<file path="src/hdl/digit_template_sad_match_unit_assert.svh">
// ----------------------------------------------------------------------------
// Assertion macros for the digit template SAD matcher
// Shared property forms, clocked on clk and disabled while rst_n is low.
// ----------------------------------------------------------------------------
`ifndef DIGIT_TEMPLATE_SAD_MATCH_UNIT_ASSERT_SVH
`define DIGIT_TEMPLATE_SAD_MATCH_UNIT_ASSERT_SVH

// condition holds at every edge
`define DTSM_ASSERT_ALWAYS(lbl, cond, msg) \
  lbl: assert property (@(posedge clk) disable iff (!rst_n) (cond)) else $error(msg);

// consequent holds in the same cycle as the antecedent
`define DTSM_ASSERT_IMP(lbl, ante, cons, msg) \
  lbl: assert property (@(posedge clk) disable iff (!rst_n) (ante) |-> (cons)) else $error(msg);

// consequent holds in the cycle after the antecedent
`define DTSM_ASSERT_NEXT(lbl, ante, cons, msg) \
  lbl: assert property (@(posedge clk) disable iff (!rst_n) (ante) |=> (cons)) else $error(msg);

`endif

</file>
<file path="src/hdl/dtsm_pkg.sv">
// ----------------------------------------------------------------------------
// dtsm_pkg
// Field widths, codes and shared types of the digit template SAD matcher.
// ----------------------------------------------------------------------------
package dtsm_pkg;

  localparam int DIGIT_W = 4;
  localparam int POS_W   = 11;
  localparam int PIX_W   = 8;
  localparam int SAD_W   = 19;
  localparam int THR_W   = 20;

  localparam logic [THR_W-1:0] THR_RESET = 20'd400000;

  localparam int RES_FIFO_DEPTH = 16;
  localparam int RES_PTR_W      = 4;
  localparam int RES_CNT_W      = 5;

  typedef enum logic {
    MODE_LOAD = 1'b0,
    MODE_CAND = 1'b1
  } dtsm_mode_t;

  typedef struct packed {
    logic [DIGIT_W-1:0] digit;
    logic [SAD_W-1:0]   sad;
  } dtsm_cand_t;

  typedef struct packed {
    logic [DIGIT_W-1:0] best_digit;
    logic [SAD_W-1:0]   min_sad;
    logic               accepted;
  } dtsm_res_t;

endpackage

</file>
<file path="src/hdl/dtsm_min_tree.sv">
// ----------------------------------------------------------------------------
// dtsm_min_tree
// Registered pairwise minimum tree over the template sums; ties keep the
// lower digit.
// ----------------------------------------------------------------------------
module dtsm_min_tree #(
  parameter int N = 10
) (
  input  logic                 clk,
  input  logic                 rst_n,
  input  logic                 in_valid,
  input  dtsm_pkg::dtsm_cand_t in_cand [N],
  output logic                 out_valid,
  output dtsm_pkg::dtsm_cand_t out_cand
);
  import dtsm_pkg::*;

  localparam int L    = $clog2(N);
  localparam int NPAD = 1 << L;

  dtsm_cand_t lvl [L+1][NPAD];
  logic [L-1:0] vld_r;

  genvar l, j;
  generate
    for (j = 0; j < NPAD; j++) begin : g_leaf
      if (j < N) begin : g_real
        assign lvl[0][j] = in_cand[j];
      end else begin : g_pad
        assign lvl[0][j] = '{digit: DIGIT_W'(j), sad: '1};
      end
    end

    for (l = 0; l < L; l++) begin : g_lvl
      if (l == 0) begin : g_v0
        always_ff @(posedge clk) begin
          if (!rst_n) begin
            vld_r[0] <= 1'b0;
          end else begin
            vld_r[0] <= in_valid;
          end
        end
      end else begin : g_vn
        always_ff @(posedge clk) begin
          if (!rst_n) begin
            vld_r[l] <= 1'b0;
          end else begin
            vld_r[l] <= vld_r[l-1];
          end
        end
      end

      for (j = 0; j < NPAD; j++) begin : g_node
        if (j < (NPAD >> (l + 1))) begin : g_cmp
          always_ff @(posedge clk) begin
            if (lvl[l][2*j+1].sad < lvl[l][2*j].sad) begin
              lvl[l+1][j] <= lvl[l][2*j+1];
            end else begin
              lvl[l+1][j] <= lvl[l][2*j];
            end
          end
        end else begin : g_idle
          assign lvl[l+1][j] = '{digit: DIGIT_W'(j), sad: '1};
        end
      end
    end
  endgenerate

  assign out_valid = vld_r[L-1];
  assign out_cand  = lvl[L][0];

endmodule

</file>
<file path="config.mk">
export PLATFORM = sky130hd
export DESIGN_NAME = dtsm_min_tree
export DESIGN_NICKNAME = d
export VERILOG_FILES = /design/src/hdl/digit_template_sad_match_unit_assert.svh /design/src/hdl/dtsm_pkg.sv /design/src/hdl/dtsm_min_tree.sv
export SDC_FILE = /design/constraint.sdc
export NUM_CORES = 1
export LEC_CHECK = 0
export ABC_AREA = 0
export BUFFER_PORTS_ARGS = -buffer_cell sky130_fd_sc_hd__clkbuf_2
export CORE_MARGIN = 1
export CORE_UTILIZATION = 40
export CTS_CLUSTER_DIAMETER = 50
export DETAILED_ROUTE_END_ITERATION = 8
export PLACE_DENSITY_LB_ADDON = 0.2
export REMOVE_ABC_BUFFERS = 1
export SLEW_MARGIN = 10
export SYNTH_ARGS = -nofsm -noshare
export SYNTH_HDL_FRONTEND = slang
export SYNTH_SLANG_ARGS = --single-unit
</file>
<file path="constraint.sdc">
create_clock -name clk -period 2.9 [get_ports clk]
set_input_delay 0.435 -clock clk [delete_from_list [all_inputs] [get_ports clk]]
set_output_delay 0.435 -clock clk [all_outputs]
set_load 0.02 [all_outputs]
</file>
### After elaboration in Yosys (flattened, before gate mapping)

Cells that the tools add are included.

* mux-type cells: 9
* $lt $le $gt $ge: 11

Operator list (number)
* 23-bit two-way mux: 9
* 19-bit less-than comparator: 9
* 19-bit less-than comparator, first input constant: 2

* input port bits: 233
* word-level logic and storage cells: 46
* register bits after elaboration: 257
* output and inout bits: 24

### Logic depth before layout (Yosys ltp)

* word-level depth: 2
* depth in mapped cells: 9

### Worst setup path before layout

OpenSTA, ideal clock, no wires.

* path kind: input -> register
* start: input port in_cand[117] in the netlist's numbering
* end: register lvl[1406] in the netlist's numbering
* setup time: 0.121 ns
* stages on the path: 9
* setup slack: 0.752 ns
* data arrival time: 2.027 ns
* data required time: 2.779 ns
* path through: inv_1 > ha_1 > a21o_1 > a31oi_1 > o21ai_1 > a21oi_1 > o41ai_4 > buf_6 > mux2_2

* cells in the longest elaborated chain, start to end: 2

Ends and longest elaborated chain
* from (decl): RTL line dtsm_min_tree.sv:12 `input dtsm_pkg::dtsm_cand_t in_cand [N],`
* 19-bit less-than comparator: RTL line dtsm_min_tree.sv:56 `if (lvl[l][2*j+1].sad < lvl[l][2*j].sad) begin`
* 23-bit two-way mux: RTL line dtsm_min_tree.sv:56
* to (signal, indexed assignment): RTL line dtsm_min_tree.sv:57 `lvl[l+1][j] <= lvl[l][2*j+1];`
* to (signal, indexed assignment): RTL line dtsm_min_tree.sv:59 `lvl[l+1][j] <= lvl[l][2*j];`
* to (decl): RTL line dtsm_min_tree.sv:21 `dtsm_cand_t lvl [L+1][NPAD];`

Every way passes these cells.
A chain may end at the register's enable or synchronous reset.

### Final worst setup path

* start: register lvl[1418] in the netlist's numbering
* end: register lvl[1076] in the netlist's numbering

* cells in the longest elaborated chain, start to end: 2

Ends and longest elaborated chain (RTL line)
* 19-bit less-than comparator: dtsm_min_tree.sv:56
* 23-bit two-way mux: dtsm_min_tree.sv:56

Every way passes these cells.

==> flow_summary.yaml <==
status:
  status: "finished clean"
layout:
  multi_input_area_um2: 5810
  drive_gt1_share_pct: 39.3
  final_cells: 1734
  regArea_um2: 5140
  diodes: 0
  fin_nets: 1723
  syn2layout_area_growth_pct: 21.3
  fillers: 2685
clocking:
  h-tree-depth: 1
  post_cts_buffers: 0
  cts_buffers: 29
  cts_resized: 0
  clockBufferDepth: 3
  clock_latency_ps: 540
  clock-sinks: 257
  clkTransAtPathRegs_ps: 60
  cts_root_buf: "clkbuf_16"
  cts_hold_buf: 0
  cts_tree: "done"
grt:
  grt-ovfl-total: 0
  grt_pass1_wl_um: 40800
  grt_pass1_vias: 8239
  grt_use_met2_pct: 29.7
  use_met1_pct: 20.9
  grt.busiest_layer: "met2"
  antenna_found_initial: 0
  grt.met3_usage_pct: 3.30
  grt_max_degree: 24
  grt_usage_pct: 16.7
sta:
  clock_skew_ps: 7.22
  final_hold_viol_count: 0
  fin_ws_ps: 722
  slew_headroom_pct: 67.3
  setup_viol: 0
  layout_min_cycle_time_ps: 2180
  fmaxAchievable_ghz: 0.459
  drv_slew: 0
  finalCritPeriodShare_pct: 75.1
  tightestPinTransition_ps: 487
  rsz0062_at_grt: "no"
  setup_tns_ps: 0
logic_synthesis:
  synth_top_cell_by_area: "dfxtp_1"
  ys_ff_latch: 257
  synth.cell_area_um2: 11900
  yosys_warnings: 0
  synth.avg_cell_area_um2: 11.1
  yosys-top-cells-area: "dfxtp_1 43%, mux2_2 19%, ha_1 17%"
  synth.distinct_cells: 29
  synthDominantCellAreaShare_pct: 43.3
  syn_inst: 1069
  ys_seq_area_share_pct: 43.3
worst_setup_path:
  setup.worst_path.end_class: "register"
  r2r_slack_ps: 720
  worstReg2RegStart: "lvl[1418]"
  slowest_stage: "dfxtp_1"
  max_stage_delay_ps: 410
  cp.required_ps: 3310
  rr_worst_depth: 7
  arrival_ps: 2590
  crit_start: "lvl[1418]"
  rr_endpoint: "lvl[1076]"
  worstSetupPathType: "register to register"
  critPathCapture: "lvl[1076]"
  critPathLaunchType: "register"
  crit_fanout: 13
  path_cells: "inv_1 > ha_1 > nand4_1 > or3_1 > o211ai_2 > buf_4 > mux2_2"
placed_design:
  dp_cells: 1681
  hpwl_um: 20400
  finalWeightedCongestion: 0.791
  place_ws_ps: 176
  io_buffer_count: 256
floorplanning:
  initial_utilization_pct: 41.1
  dieArea_um2: 30400
  die_h_um: 174
  die_w_um: 174
  rows: 62
  boundaryPins: 257
  fp.coreArea_um2: 28900
job:
  drv_cap: 0
pwr:
  leakage_nw: 7.32
  peakVddDrop_mv: 0.499
  power_density_nw_per_um2: 796
detailed_routing:
  antenna_left: 0
  dr.pass1.iters: 4
  avgViaCountPerCell: 4.61
  wire_per_inst_um: 14.4
  drt-initial-drc-count: 205
  route.detailed.drc: 0
  vias: 7991
  finalWirelength_um: 25000
worst_hold_path:
  hold_class: "input pin to register"
logic make-up (layout without fill, tap and decap cells):
| logic type | count (synthesis) | after routing | share of synthesized area, % |
|---|---|---|---|
| fa+ha+maj | 162 | 162 | 17.0 |
| buf+inv | 203 | 484 | 7.87 |
| flops | 257 | 257 | 43.3 |
| compound gates | 134 | 134 | 7.25 |
| simple gates | 106 | 106 | 4.95 |
| mux | 207 | 207 | 19.6 |
cell type report:
cell class	count	share of cell area, %
well taps	384	3.33
clock inverters	17	1.35
clock buffers	36	5.56
inverters	162	4.22
multi-input cells	609	40.3
flip-flops and latches	257	35.7
repair buffers	269	9.56
sequential cells by signal, indices dropped and copies added, names as in the netlist:
| signal | cells |
|---|---|
| lvl | 230 |
| out_cand | 23 |
| out_valid | 1 |
| vld_r | 3 |
routing by layer:
metal,wire [um],up-vias,part of all wire [%]
met5,0,-,0
met3,1300,31,5.2
met2,12000,174,48
met1,11300,3588,45
li1,-,4198,-
met4,449,0,1.8
worst min-delay path by stage:
stage            startpoint         to  slack, ps  cells past startpoint
3_5_place_dp      lvl[1046]   lvl[701]        310                      0
4_1_cts            in_valid   vld_r[0]         80                      2
5_1_grt        in_cand[112]  lvl[1423]         80                      2
2_1_floorplan     lvl[1357]  lvl[1035]        310                      0
3_3_place_gp      lvl[1044]   lvl[699]        310                      0
6_report           in_valid   vld_r[0]        100                      2
synthesized netlist by cell type (all sizes together):
library cell and n:
a211oi 12, a21o 28, a21oi 56, a31oi 1, and2 4, and3 2
buf 41, dfxtp 257, ha 162, inv 162, mux2 207, nand2 13
nand2b 9, nand3 13, nand4 33, nor2 12, nor3 14, o211ai 6
o21a 1, o21ai 21, o21bai 8, o41ai 1, or3 6
report_power, final:
part / internal, W / total (W) / switching [W]
registers: 0.00432 / 0.00469 / 0.000370
clock network: 0.00225 / 0.00371 / 0.00146
logic: 0.00157 / 0.00308 / 0.00150
total: 0.00814 / 0.0115 / 0.00333
critical path, delay by kind of cell (launching register included):
family,cells,cell delay (ps)
and+or+nand+nor,2,520
DFF,1,410
muxes,1,380
buffers and inverters,2,320
adders and majority gates,1,270
AOI/OAI and AO/OA,1,170
placed cells by master (no fill, tap or decap), types with 8 or more instances in the layout:
master     instances
dfxtp_1          257
mux2_1             8
clkbuf_16         29
nand4_1           32
nand2b_1           9
nand2_1           13
a211oi_1          12
nor3_1            11
a21oi_1           56
clkbuf_2         256
nor2_1            12
inv_1            162
a21o_1            28
nand3_1           13
ha_1             162
o21bai_1           8
o21ai_0           20
buf_4             13
mux2_2           199
stage by stage:
stage	utilization, %	area [um^2]	hold WS (ps)	power (W)
floorplan	-	11600	310	0.00678
global placement	46.4	13400	312	0.00786
detailed placement	46.4	13400	312	0.00790
CTS	49.8	14400	77.7	0.0117
global route	49.8	14400	84.0	0.0122
finish	49.8	14400	98.9	0.0115
No activity file was read; power rests on OpenSTA's default activity.
